$ cat src/hdl/per_host_dispatch_limiter_unit_assert.svh
// Assertion macros for the per-host dispatch limiter.
`ifndef PER_HOST_DISPATCH_LIMITER_UNIT_ASSERT_SVH
`define PER_HOST_DISPATCH_LIMITER_UNIT_ASSERT_SVH

// holds in the same cycle
`define PHDL_ASSERT_NOW(lbl, ante, cons) \
	lbl: assert property (@(posedge clk) disable iff (!arst_n) (ante) |-> (cons)) \
		else $error("phdl assertion failed");

// holds in the following cycle
`define PHDL_ASSERT_NEXT(lbl, ante, cons) \
	lbl: assert property (@(posedge clk) disable iff (!arst_n) (ante) |=> (cons)) \
		else $error("phdl assertion failed");

`endif

$ cat src/hdl/phdl_pkg.sv
// Shared types and constants of the per-host dispatch limiter.
package phdl_pkg;

	localparam int HOST_W  = 64;
	localparam int TAG_W   = 32;
	localparam int FC_W    = 5;
	localparam int LIM_W   = 4;
	localparam int FIDX_W  = 4;
	localparam int STAMP_W = 32;
	localparam int CFG_IDX_W = 1;

	localparam int MAX_FETCHERS = 16;

	localparam logic [CFG_IDX_W-1:0] CFG_FETCHER_COUNT  = 1'b0;
	localparam logic [CFG_IDX_W-1:0] CFG_PER_HOST_LIMIT = 1'b1;

	localparam logic [FC_W-1:0]  FETCHER_COUNT_RST  = 5'd4;
	localparam logic [LIM_W-1:0] PER_HOST_LIMIT_RST = 4'd10;

	typedef struct packed {
		logic [HOST_W-1:0] host;
		logic [TAG_W-1:0]  tag;
	} req_t;

	typedef struct packed {
		logic            done;
		logic [FC_W-1:0] rem;
	} rem_stat_t;

	typedef enum logic [2:0] {
		BK_IDLE,
		BK_DIV,
		BK_SCAN,
		BK_UPD,
		BK_OUT
	} bk_state_t;

endpackage

$ cat src/hdl/phdl_front.sv
// Front end: accepts request beats into a two-entry queue.
module phdl_front (
	input  logic                 clk,
	input  logic                 arst_n,
	input  logic                 in_valid,
	output logic                 in_ready,
	input  phdl_pkg::req_t       in_req,
	output logic                 req_valid,
	input  logic                 req_ready,
	output phdl_pkg::req_t       req
);

	phdl_pkg::req_t buf_q [2];
	logic           wp_q;
	logic           rp_q;
	logic [1:0]     cnt_q;
	logic           push;
	logic           pop;

	assign in_ready  = (cnt_q != 2'd2);
	assign req_valid = (cnt_q != 2'd0);
	assign req       = buf_q[rp_q];
	assign push      = in_valid && in_ready;
	assign pop       = req_valid && req_ready;

	always_ff @(posedge clk or negedge arst_n) begin
		if (!arst_n) begin
			wp_q  <= 1'b0;
			rp_q  <= 1'b0;
			cnt_q <= 2'd0;
		end else begin
			if (push) wp_q <= ~wp_q;
			if (pop)  rp_q <= ~rp_q;
			if (push && !pop)      cnt_q <= cnt_q + 2'd1;
			else if (pop && !push) cnt_q <= cnt_q - 2'd1;
		end
	end

	always_ff @(posedge clk) begin
		if (push) buf_q[wp_q] <= in_req;
	end

endmodule

$ cat src/hdl/phdl_rem.sv
// Bit-serial remainder of the send counter by the fetcher count.
module phdl_rem (
	input  logic                               clk,
	input  logic                               arst_n,
	input  logic                               start,
	input  logic [phdl_pkg::STAMP_W-1:0]       num,
	input  logic [phdl_pkg::FC_W-1:0]          den,
	output phdl_pkg::rem_stat_t                stat
);

	logic [phdl_pkg::STAMP_W-1:0] n_q;
	logic [phdl_pkg::FC_W-1:0]    r_q;
	logic [5:0]                   cnt_q;
	logic                         busy_q;
	logic                         done_q;
	logic [phdl_pkg::FC_W:0]      sh;
	logic [phdl_pkg::FC_W-1:0]    rn;

	always_comb begin
		sh = {r_q, n_q[phdl_pkg::STAMP_W-1]};
		if (sh >= {1'b0, den}) rn = phdl_pkg::FC_W'(sh - {1'b0, den});
		else                   rn = sh[phdl_pkg::FC_W-1:0];
	end

	assign stat.done = done_q;
	assign stat.rem  = r_q;

	always_ff @(posedge clk or negedge arst_n) begin
		if (!arst_n) begin
			cnt_q  <= 6'd0;
			busy_q <= 1'b0;
			done_q <= 1'b0;
		end else if (start) begin
			cnt_q  <= 6'(phdl_pkg::STAMP_W);
			busy_q <= 1'b1;
			done_q <= 1'b0;
		end else if (busy_q) begin
			cnt_q <= cnt_q - 6'd1;
			if (cnt_q == 6'd1) begin
				busy_q <= 1'b0;
				done_q <= 1'b1;
			end
		end else begin
			done_q <= 1'b0;
		end
	end

	always_ff @(posedge clk) begin
		if (start) begin
			n_q <= num;
			r_q <= '0;
		end else if (busy_q) begin
			n_q <= {n_q[phdl_pkg::STAMP_W-2:0], 1'b0};
			r_q <= rn;
		end
	end

endmodule

$ cat src/hdl/phdl_back.sv
// Back end: table sweep and lookup, dispatch decision and result register.
module phdl_back #(
	parameter int TABLE_DEPTH = 32,
	parameter int OCC_W       = 6
) (
	input  logic                             clk,
	input  logic                             arst_n,
	input  logic                             req_valid,
	output logic                             req_ready,
	input  phdl_pkg::req_t                   req,
	input  logic [phdl_pkg::FC_W-1:0]        fc,
	input  logic [phdl_pkg::LIM_W-1:0]       limit,
	input  logic                             fc_wr,
	output logic [OCC_W-1:0]                 occ,
	output logic                             out_valid,
	input  logic                             out_ready,
	output logic [phdl_pkg::TAG_W-1:0]       tag_out,
	output logic                             dispatched,
	output logic [phdl_pkg::FIDX_W-1:0]      fetcher_index
);

	localparam int IDX_W = (TABLE_DEPTH > 1) ? $clog2(TABLE_DEPTH) : 1;

	phdl_pkg::bk_state_t state_q, state_d;
	phdl_pkg::rem_stat_t rstat;

	logic [phdl_pkg::HOST_W-1:0]  cur_host_q;
	logic [phdl_pkg::TAG_W-1:0]   cur_tag_q;
	logic [phdl_pkg::FC_W-1:0]    rem_q;
	logic                         rem_ok_q;
	logic [phdl_pkg::STAMP_W-1:0] total_q;
	logic [phdl_pkg::FC_W-1:0]    nf_q;
	logic [IDX_W-1:0]             head_q;
	logic [OCC_W-1:0]             occ_q;
	logic [TABLE_DEPTH-1:0]       valid_q;

	logic [phdl_pkg::HOST_W-1:0]  host_mem  [TABLE_DEPTH];
	logic [phdl_pkg::STAMP_W-1:0] stamp_mem [TABLE_DEPTH];
	logic [phdl_pkg::LIM_W-1:0]   cnt_mem   [TABLE_DEPTH];
	logic [IDX_W-1:0]             ring_mem  [TABLE_DEPTH];

	logic [phdl_pkg::HOST_W-1:0]  host_rd_q;
	logic [phdl_pkg::STAMP_W-1:0] stamp_rd_q;
	logic [phdl_pkg::LIM_W-1:0]   cnt_rd_q;
	logic [IDX_W-1:0]             ring_rd_q;

	logic [IDX_W:0]               scan_q;
	logic                         rd_vld_s1;
	logic [IDX_W-1:0]             rd_idx_s1;

	logic                         hit_q;
	logic [IDX_W-1:0]             hit_idx_q;
	logic [phdl_pkg::LIM_W-1:0]   hit_cnt_q;
	logic                         free_q;
	logic [IDX_W-1:0]             free_idx_q;

	logic                         res_disp_q;
	logic [phdl_pkg::FIDX_W-1:0]  res_fidx_q;

	logic                         out_valid_q;
	logic [phdl_pkg::TAG_W-1:0]   out_tag_q;
	logic                         out_disp_q;
	logic [phdl_pkg::FIDX_W-1:0]  out_fidx_q;

	// decoded strobes
	logic                         take;
	logic                         div_start;
	logic                         iss;
	logic                         load_out;

	logic                         sweep;
	logic                         sw_clr;
	logic [phdl_pkg::LIM_W-1:0]   cnt_eff;
	logic                         send;
	logic                         evict;
	logic [IDX_W-1:0]             old_idx;
	logic [IDX_W-1:0]             head1;
	logic [OCC_W-1:0]             occ1;
	logic [IDX_W-1:0]             slot;
	logic [TABLE_DEPTH-1:0]       valid_nxt;
	logic [OCC_W:0]               ring_sum;
	logic [IDX_W-1:0]             ring_wa;
	logic [phdl_pkg::FC_W-1:0]    f_sel;
	logic [phdl_pkg::FC_W-1:0]    f_inc;
	logic [phdl_pkg::FC_W-1:0]    nf_nxt;
	logic [phdl_pkg::FC_W-1:0]    rem_inc;
	logic                         cnt_we;
	logic [IDX_W-1:0]             cnt_wa;
	logic [phdl_pkg::LIM_W-1:0]   cnt_wd;

	phdl_rem u_rem (
		.clk   (clk),
		.arst_n(arst_n),
		.start (div_start),
		.num   (total_q),
		.den   (fc),
		.stat  (rstat)
	);

	// next state
	always_comb begin
		state_d = state_q;
		unique case (state_q)
			phdl_pkg::BK_IDLE: begin
				if (req_valid) state_d = rem_ok_q ? phdl_pkg::BK_SCAN : phdl_pkg::BK_DIV;
			end
			phdl_pkg::BK_DIV: begin
				if (rstat.done) state_d = phdl_pkg::BK_SCAN;
			end
			phdl_pkg::BK_SCAN: begin
				if (rd_vld_s1 && rd_idx_s1 == IDX_W'(TABLE_DEPTH - 1))
					state_d = phdl_pkg::BK_UPD;
			end
			phdl_pkg::BK_UPD: state_d = phdl_pkg::BK_OUT;
			phdl_pkg::BK_OUT: begin
				if (!out_valid_q || out_ready) state_d = phdl_pkg::BK_IDLE;
			end
			default: state_d = phdl_pkg::BK_IDLE;
		endcase
	end

	// outputs of the sequencer
	always_comb begin
		take      = 1'b0;
		div_start = 1'b0;
		iss       = 1'b0;
		load_out  = 1'b0;
		unique case (state_q)
			phdl_pkg::BK_IDLE: begin
				take      = req_valid;
				div_start = req_valid && !rem_ok_q;
			end
			phdl_pkg::BK_DIV: ;
			phdl_pkg::BK_SCAN: iss = (scan_q < (IDX_W + 1)'(TABLE_DEPTH));
			phdl_pkg::BK_UPD: ;
			phdl_pkg::BK_OUT: load_out = !out_valid_q || out_ready;
			default: ;
		endcase
	end

	assign req_ready = (state_q == phdl_pkg::BK_IDLE);

	// sweep and lookup on returned entry
	always_comb begin
		sweep   = (rem_q == '0);
		sw_clr  = sweep && valid_q[rd_idx_s1] && ((total_q - stamp_rd_q) > 32'(fc));
		cnt_eff = sw_clr ? '0 : cnt_rd_q;
	end

	// update decision
	always_comb begin
		send    = !hit_q || (hit_cnt_q < limit);
		evict   = !hit_q && (occ_q != '0) &&
		          ((32'(occ_q) > 32'(fc)) || (occ_q == OCC_W'(TABLE_DEPTH)));
		old_idx = ring_rd_q;
		head1   = head_q;
		occ1    = occ_q;
		if (evict) begin
			head1 = (head_q == IDX_W'(TABLE_DEPTH - 1)) ? '0 : head_q + 1'b1;
			occ1  = occ_q - 1'b1;
		end
		slot = free_idx_q;
		if (evict && (!free_q || old_idx < free_idx_q)) slot = old_idx;
		valid_nxt = valid_q;
		if (evict) valid_nxt[old_idx] = 1'b0;
		valid_nxt[slot] = 1'b1;
		ring_sum = (OCC_W + 1)'(head1) + (OCC_W + 1)'(occ1);
		if (ring_sum >= (OCC_W + 1)'(TABLE_DEPTH))
			ring_wa = IDX_W'(ring_sum - (OCC_W + 1)'(TABLE_DEPTH));
		else
			ring_wa = IDX_W'(ring_sum);
		f_sel   = (nf_q >= fc) ? '0 : nf_q;
		f_inc   = f_sel + 1'b1;
		nf_nxt  = (f_inc >= fc) ? '0 : f_inc;
		rem_inc = ((rem_q + 1'b1) == fc) ? '0 : rem_q + 1'b1;
	end

	// send count write port
	always_comb begin
		cnt_we = 1'b0;
		cnt_wa = rd_idx_s1;
		cnt_wd = '0;
		if (state_q == phdl_pkg::BK_SCAN && rd_vld_s1 && sw_clr) begin
			cnt_we = 1'b1;
		end else if (state_q == phdl_pkg::BK_UPD) begin
			if (hit_q) begin
				cnt_we = send;
				cnt_wa = hit_idx_q;
				cnt_wd = hit_cnt_q + 1'b1;
			end else begin
				cnt_we = 1'b1;
				cnt_wa = slot;
				cnt_wd = phdl_pkg::LIM_W'(1);
			end
		end
	end

	always_ff @(posedge clk) begin
		host_rd_q  <= host_mem[scan_q[IDX_W-1:0]];
		stamp_rd_q <= stamp_mem[scan_q[IDX_W-1:0]];
		cnt_rd_q   <= cnt_mem[scan_q[IDX_W-1:0]];
		ring_rd_q  <= ring_mem[head_q];
		if (cnt_we) cnt_mem[cnt_wa] <= cnt_wd;
		if (state_q == phdl_pkg::BK_UPD && !hit_q) begin
			host_mem[slot]    <= cur_host_q;
			stamp_mem[slot]   <= total_q;
			ring_mem[ring_wa] <= slot;
		end
	end

	always_ff @(posedge clk) begin
		if (take) begin
			cur_host_q <= req.host;
			cur_tag_q  <= req.tag;
		end
		rd_idx_s1 <= scan_q[IDX_W-1:0];
		if (state_q == phdl_pkg::BK_UPD) begin
			res_disp_q <= send;
			res_fidx_q <= send ? f_sel[phdl_pkg::FIDX_W-1:0] : '0;
		end
		if (load_out) begin
			out_tag_q  <= cur_tag_q;
			out_disp_q <= res_disp_q;
			out_fidx_q <= res_fidx_q;
		end
		if (state_q == phdl_pkg::BK_SCAN && rd_vld_s1) begin
			if (valid_q[rd_idx_s1] && host_rd_q == cur_host_q && !hit_q) begin
				hit_idx_q <= rd_idx_s1;
				hit_cnt_q <= cnt_eff;
			end
			if (!valid_q[rd_idx_s1] && !free_q) free_idx_q <= rd_idx_s1;
		end
	end

	always_ff @(posedge clk or negedge arst_n) begin
		if (!arst_n) begin
			state_q     <= phdl_pkg::BK_IDLE;
			rem_q       <= '0;
			rem_ok_q    <= 1'b1;
			total_q     <= '0;
			nf_q        <= '0;
			head_q      <= '0;
			occ_q       <= '0;
			valid_q     <= '0;
			scan_q      <= '0;
			rd_vld_s1   <= 1'b0;
			hit_q       <= 1'b0;
			free_q      <= 1'b0;
			out_valid_q <= 1'b0;
		end else begin
			state_q   <= state_d;
			rd_vld_s1 <= iss;
			if (fc_wr)
				rem_ok_q <= 1'b0;
			else if (state_q == phdl_pkg::BK_DIV && rstat.done)
				rem_ok_q <= 1'b1;
			else if (state_q == phdl_pkg::BK_UPD && send && total_q == '1)
				rem_ok_q <= 1'b0;
			if (state_q == phdl_pkg::BK_DIV && rstat.done) rem_q <= rstat.rem;
			if (state_q == phdl_pkg::BK_IDLE) begin
				scan_q <= '0;
				hit_q  <= 1'b0;
				free_q <= 1'b0;
			end else if (iss) begin
				scan_q <= scan_q + 1'b1;
			end
			if (state_q == phdl_pkg::BK_SCAN && rd_vld_s1) begin
				if (valid_q[rd_idx_s1] && host_rd_q == cur_host_q) hit_q <= 1'b1;
				if (!valid_q[rd_idx_s1]) free_q <= 1'b1;
			end
			if (state_q == phdl_pkg::BK_UPD) begin
				if (!hit_q) begin
					valid_q <= valid_nxt;
					head_q  <= head1;
					occ_q   <= occ1 + 1'b1;
				end
				if (send) begin
					nf_q    <= nf_nxt;
					total_q <= total_q + 1'b1;
					rem_q   <= rem_inc;
				end
			end
			if (load_out)                    out_valid_q <= 1'b1;
			else if (out_valid_q && out_ready) out_valid_q <= 1'b0;
		end
	end

	assign occ           = occ_q;
	assign out_valid     = out_valid_q;
	assign tag_out       = out_tag_q;
	assign dispatched    = out_disp_q;
	assign fetcher_index = out_fidx_q;

endmodule

$ cat src/hdl/per_host_dispatch_limiter_unit.sv
// Top level of the per-host dispatch limiter.
// One request beat gives exactly one result beat, in order. The block works
// on one request at a time: after the front queue, a request is taken, walks
// the whole host table (sweep and lookup share the single read port of the
// table memories), passes an update step and is then loaded into the result
// register. After a write to fetcher_count, or when the send counter wraps,
// the next request first recomputes the send counter modulo the fetcher
// count in the bit-serial remainder unit. Up to two requests queue in front
// while one is being worked on. No clearing pass is needed after reset.
`include "per_host_dispatch_limiter_unit_assert.svh"

module per_host_dispatch_limiter_unit #(
	parameter int TABLE_DEPTH  = 32
) (
	input  logic                            clk,
	input  logic                            arst_n,
	input  logic                            in_valid,
	output logic                            in_ready,
	input  logic [phdl_pkg::HOST_W-1:0]     host_key,
	input  logic [phdl_pkg::TAG_W-1:0]      request_tag,
	output logic                            out_valid,
	input  logic                            out_ready,
	output logic [phdl_pkg::TAG_W-1:0]      tag_out,
	output logic                            dispatched,
	output logic [phdl_pkg::FIDX_W-1:0]     fetcher_index,
	input  logic                            cfg_we,
	input  logic [phdl_pkg::CFG_IDX_W-1:0]  cfg_index,
	input  logic [phdl_pkg::FC_W-1:0]       cfg_data
);

	localparam int OCC_W = $clog2(TABLE_DEPTH + 1);

	phdl_pkg::req_t in_req;
	phdl_pkg::req_t req;
	logic           req_valid;
	logic           req_ready;

	logic [phdl_pkg::FC_W-1:0]  fc_reg_q;
	logic [phdl_pkg::LIM_W-1:0] lim_q;
	logic [phdl_pkg::FC_W-1:0]  fc;
	logic                       fc_wr;
	logic [OCC_W-1:0]           occ;

	assign in_req.host = host_key;
	assign in_req.tag  = request_tag;

	always_comb begin
		fc_wr = 1'b0;
		unique case (cfg_index)
			phdl_pkg::CFG_FETCHER_COUNT:  fc_wr = cfg_we;
			phdl_pkg::CFG_PER_HOST_LIMIT: fc_wr = 1'b0;
			default:                      fc_wr = 1'b0;
		endcase
	end

	always_ff @(posedge clk or negedge arst_n) begin
		if (!arst_n) begin
			fc_reg_q <= phdl_pkg::FETCHER_COUNT_RST;
			lim_q    <= phdl_pkg::PER_HOST_LIMIT_RST;
		end else if (cfg_we) begin
			if (cfg_index == phdl_pkg::CFG_FETCHER_COUNT) fc_reg_q <= cfg_data;
			else lim_q <= cfg_data[phdl_pkg::LIM_W-1:0];
		end
	end

	always_comb begin
		if (fc_reg_q == '0)                             fc = phdl_pkg::FC_W'(1);
		else if (32'(fc_reg_q) > phdl_pkg::MAX_FETCHERS) fc = phdl_pkg::FC_W'(phdl_pkg::MAX_FETCHERS);
		else                                            fc = fc_reg_q;
	end

	phdl_front u_front (
		.clk      (clk),
		.arst_n   (arst_n),
		.in_valid (in_valid),
		.in_ready (in_ready),
		.in_req   (in_req),
		.req_valid(req_valid),
		.req_ready(req_ready),
		.req      (req)
	);

	phdl_back #(
		.TABLE_DEPTH(TABLE_DEPTH),
		.OCC_W      (OCC_W)
	) u_back (
		.clk          (clk),
		.arst_n       (arst_n),
		.req_valid    (req_valid),
		.req_ready    (req_ready),
		.req          (req),
		.fc           (fc),
		.limit        (lim_q),
		.fc_wr        (fc_wr),
		.occ          (occ),
		.out_valid    (out_valid),
		.out_ready    (out_ready),
		.tag_out      (tag_out),
		.dispatched   (dispatched),
		.fetcher_index(fetcher_index)
	);

	`PHDL_ASSERT_NOW(a_occ_bound, 1'b1, occ <= OCC_W'(TABLE_DEPTH))
	`PHDL_ASSERT_NOW(a_defer_idx, out_valid && !dispatched, fetcher_index == '0)
	`PHDL_ASSERT_NEXT(a_one_taken, req_valid && req_ready, !req_ready)

endmodule
$ cat config.mk
export PLATFORM = sky130hd
export DESIGN_NAME = per_host_dispatch_limiter_unit
export DESIGN_NICKNAME = d
export VERILOG_FILES = /design/src/hdl/phdl_pkg.sv /design/src/hdl/phdl_front.sv /design/src/hdl/phdl_rem.sv /design/src/hdl/phdl_back.sv /design/src/hdl/per_host_dispatch_limiter_unit.sv
export VERILOG_INCLUDE_DIRS = /design/src /design/src/hdl
export SDC_FILE = /design/constraint.sdc
export NUM_CORES = 2
export LEC_CHECK = 0
export BUFFER_PORTS_ARGS = -buffer_cell sky130_fd_sc_hd__buf_2
export CORE_MARGIN = 5
export CORE_UTILIZATION = 50
export DETAILED_ROUTE_END_ITERATION = 7
export PLACE_DENSITY = 0.65
export SLEW_MARGIN = 15
export SYNTH_ARGS = -nofsm -noshare
export SYNTH_HDL_FRONTEND = slang
export SYNTH_SLANG_ARGS = --single-unit
$ cat constraint.sdc
create_clock -name clk -period 22.3 [get_ports clk]
set_input_delay 4.46 -clock clk [delete_from_list [all_inputs] [get_ports clk]]
set_output_delay 4.46 -clock clk [all_outputs]
set_load 0.01 [all_outputs]
==> impl_metrics.tcl <==
set metrics [dict create \
    p_clk_share_pct 31.6 \
    crit_slowest_cell "nor2_4" \
    crit_path_max_incr_delay_ns 0.96 \
    routed_wl_mm 351 \
    grt_pass1_vias 73737 \
    clk_latency_ns 0.94 \
    comb_power_share_pct 22.4 \
    relSlewSlack_pct 17.6 \
    cts_tree "done" \
    synth-edff-count 3736 \
    viasPerCell 6.10 \
    hold_end "u_back.tag_out[23]" \
    cts_resized 0 \
    postSynthAreaPerCell_um2 22.1 \
    p_sw_mw 5.99 \
    core_area_mm2 0.305 \
    die-area_mm2 0.317 \
    cts_buffers 399 \
    max_freq_ghz 0.146 \
    port_buffers 145 \
    r2r-end "u_back.stamp_mem[23][30]" \
    tightest_slew_ns 1.24 \
    cp_num_buf_inv 2 \
    root_buffer "clkbuf_16" \
    syn-cell-area_mm2 0.153 \
    power_frac_seq_pct 46.0 \
    outcome "finished clean" \
    period_needed_ns 6.83 \
    leakage_nw 52.6 \
    dieHeight_um 563 \
    io_pins 146 \
    synth_fp_nets 7106 \
    cp-end-kind "register" \
    synthFlopType "edfxtp_1" \
    rrSetupSlack_ns 15.47 \
    p_int_mw 15.3 \
    grt_usage_pct 21.9 \
    vdd_drop_max_mv 0.0814 \
    grt_max_degree 130 \
    period_share_pct 30.6 \
    reg2reg_from "fc_reg_q[1]" \
    tns_ns 0 \
    ys_types 87 \
    p_per_area_mw_per_mm2 123 \
    hold_class "reg -> reg" \
    hpwl_mm 195 \
    cts_sinks 3971 \
    ys_ff_latch 3971 \
    start_util_pct 50.2 \
    rows 203 \
    path_class "reg -> reg" \
    wl_per_cell_um 29.6 \
    cts.path.max_buffers 4 \
    rsz0062_at_grt "no" \
    syn2layout_area_growth_pct 13.1 \
    setup_ws_ns 15.47 \
    cp_top_family "simple AND/OR/NAND/NOR gates" \
    synth.yosys.seq_area_share_pct 76.7 \
    hp-start "u_back.cur_tag_q[23]" \
    die_w_um 563 \
    grt_pass1_wl_mm 513 \
    ant_nets 0 \
    startpoint_type "register" \
    ctsHoldBuffers 0 \
    fin_nets 7566 \
    async_reset_ff_share_pct 3.02 \
    setup_viol 0 \
    cp_max_fo 39 \
    dr.pass1.iters 5 \
    layout-drive-gt1-share_pct 29.8 \
    drt-initial-drc-count 8282 \
    nFillCells 22247 \
    fin_worst_skew_ns 0.0696 \
    pre_cts_slack_ns 15.37 \
    gr-total-overflow 0 \
    num_vias 72090 \
    hold_viol 0 \
    h-tree-depth 5 \
    syn_inst 6915 \
    critPathArrivalTime_ns 7.36 \
    min_path_cells 0 \
    rr_worst_depth 14 \
    cap_viol_max_count 0 \
    cp_cell_sequence "nor3_1 > nor2_1 > nor2_1 > ha_1 > and4_1 > a32oi_1 > o21ai_0 > a221oi_2 > mux2_2 > and2_1 > nand2_1 > nor2_4 > buf_4 > buf_4" \
    yosys_warnings 0 \
    switching_share_pct 28.1 \
    cp_data_required_time_ns 22.83 \
    report.final.slew_viol_count 0 \
    drc_errors 0 \
    gp_congestion 0.835 \
    post_cts_buffers 0 \
    antenna_found_initial 17 \
    cts.clk_slew.worst_paths_ns 0.06 \
]
[cell families after synthesis]
logic type               share of synthesized area, %
AND/OR/NAND/NOR                                  2.00
flip-flops                                       76.7
adder cells (fa/ha/maj)                         0.701
buffers and inverters                           0.988
AO/OA/AOI/OAI                                    1.63
multiplexers                                     17.1
XOR/XNOR                                        0.858
[final cells by class]
class	count	area (um2)	area share [%]
tap	4100	5130	2.96
inverter	83	317	0.183
clock inverter	210	2330	1.35
sequential	3971	118000	67.8
multi-input combinational	2545	34400	19.9
clock buffer	534	11000	6.33
timing repair buffer	375	2560	1.48
antenna	5	12.5	0.00722
[power by group through the flow]
stage / sequential [mW] / clock [mW] / combinational, mW
detailed placement: 9.95 / 0 / 4.81
CTS: 9.80 / 6.86 / 4.83
global route: 9.84 / 7.17 / 5.13
global placement: 9.92 / 0 / 4.71
floorplan: 10.0 / 0 / 3.04
finish: 9.79 / 6.74 / 4.78
[cell usage after synthesis, types with 8 or more instances]
master / instances / area (um2)
a211oi_1: 17 / 128
a21o_1: 17 / 128
a21oi_1: 57 / 285
a311oi_1: 13 / 114
a31oi_1: 8 / 50.1
and2_1: 9 / 56.3
and3_1: 14 / 87.6
and4_1: 11 / 96.3
buf_1: 77 / 289
buf_2: 8 / 40.0
clkbuf_1: 229 / 860
dfrtp_1: 116 / 2900
dfxtp_1: 115 / 2300
edfxtp_1: 3736 / 112000
ha_1: 81 / 1010
inv_1: 81 / 304
mux2_2: 218 / 2450
mux2i_1: 50 / 500
mux4_2: 1030 / 23200
nand2_1: 226 / 848
nand2b_1: 19 / 119
nand3_1: 39 / 195
nand3b_1: 13 / 97.6
nand4_1: 32 / 200
nor2_1: 155 / 582
nor2b_1: 14 / 87.6
nor3_1: 42 / 210
nor4_1: 20 / 125
o211ai_1: 13 / 97.6
o21a_1: 19 / 143
o21ai_0: 122 / 611
o221ai_1: 27 / 236
o22ai_1: 12 / 75.1
xnor2_1: 85 / 744
xor2_1: 65 / 569
[cell usage in the layout, fill, tap and decap left out, drive strengths merged, types with 81 or more instances in the layout]
cell | synthesis | final
edfxtp | 3736 | 3736
mux2 | 218 | 218
clkinv | 2 | 137
o21ai | 129 | 129
dfxtp | 115 | 115
clkbuf | 230 | 534
nand2 | 226 | 226
mux4 | 1030 | 1030
ha | 81 | 81
dfrtp | 116 | 116
xnor2 | 85 | 85
buf | 86 | 375
inv | 81 | 95
nor2 | 155 | 155
[sequential cells by signal, indices dropped and copies added (netlist names), 6 cells and up]
name / count
u_front.buf_q: 192
u_back.u_rem.cnt_q: 6
u_back.valid_q: 32
u_back.u_rem.n_q: 32
u_back.stamp_rd_q: 32
u_back.scan_q: 6
u_back.host_rd_q: 64
u_back.tag_out: 32
u_back.stamp_mem: 1024
u_back.cnt_mem: 128
u_back.total_q: 32
u_back.ring_mem: 160
u_back.cur_tag_q: 32
u_back.occ: 6
u_back.cur_host_q: 64
u_back.host_mem: 2048
[worst max path at each step]
stage                start  depth (start not counted)                       end  slack, ns
2_1_floorplan     in_valid                          2       u_front.buf_q[0][0]      13.20
3_3_place_gp   fc_reg_q[1]                         14  u_back.stamp_mem[23][27]      15.34
3_5_place_dp   fc_reg_q[1]                         14  u_back.stamp_mem[23][26]      15.37
4_1_cts        fc_reg_q[1]                         14  u_back.stamp_mem[23][26]      15.33
5_1_grt        fc_reg_q[1]                         14   u_back.stamp_mem[23][3]      15.05
6_report       fc_reg_q[1]                         14  u_back.stamp_mem[23][30]      15.47
[per-layer routing]
layer | vias up | GRT usage (%) | share of wire, %
met5 | - | 0 | 0.0077
met4 | 4 | 5.14 | 2.2
met3 | 473 | 3.57 | 7.3
met2 | 2808 | 35.3 | 49
met1 | 38891 | 32.0 | 42
li1 | 29914 | - | -
[stage by stage]
step                area, um2  util [%]  cells  hold WS (ns)  power (mW)
floorplan              153000         -   6915         0.345        13.1
global placement       160000      52.4  11070         0.401        14.6
detailed placement     160000      52.4  11072         0.405        14.8
CTS                    173000      56.7  11816         0.403        21.5
global route           173000      56.7  11819         0.427        22.1
finish                 173000      56.7  11823         0.398        21.3
[worst reg2reg max path: stages (launching register included)]
cell	delay, ns
dfrtp_1	0.40
nor3_1	0.22
nor2_1	0.06
nor2_1	0.40
ha_1	0.34
and4_1	0.20
a32oi_1	0.19
o21ai_0	0.14
a221oi_2	0.43
mux2_2	0.71
and2_1	0.28
nand2_1	0.63
nor2_4	0.97
buf_4	0.80
buf_4	0.68
Power figures use the tool's default switching activity.
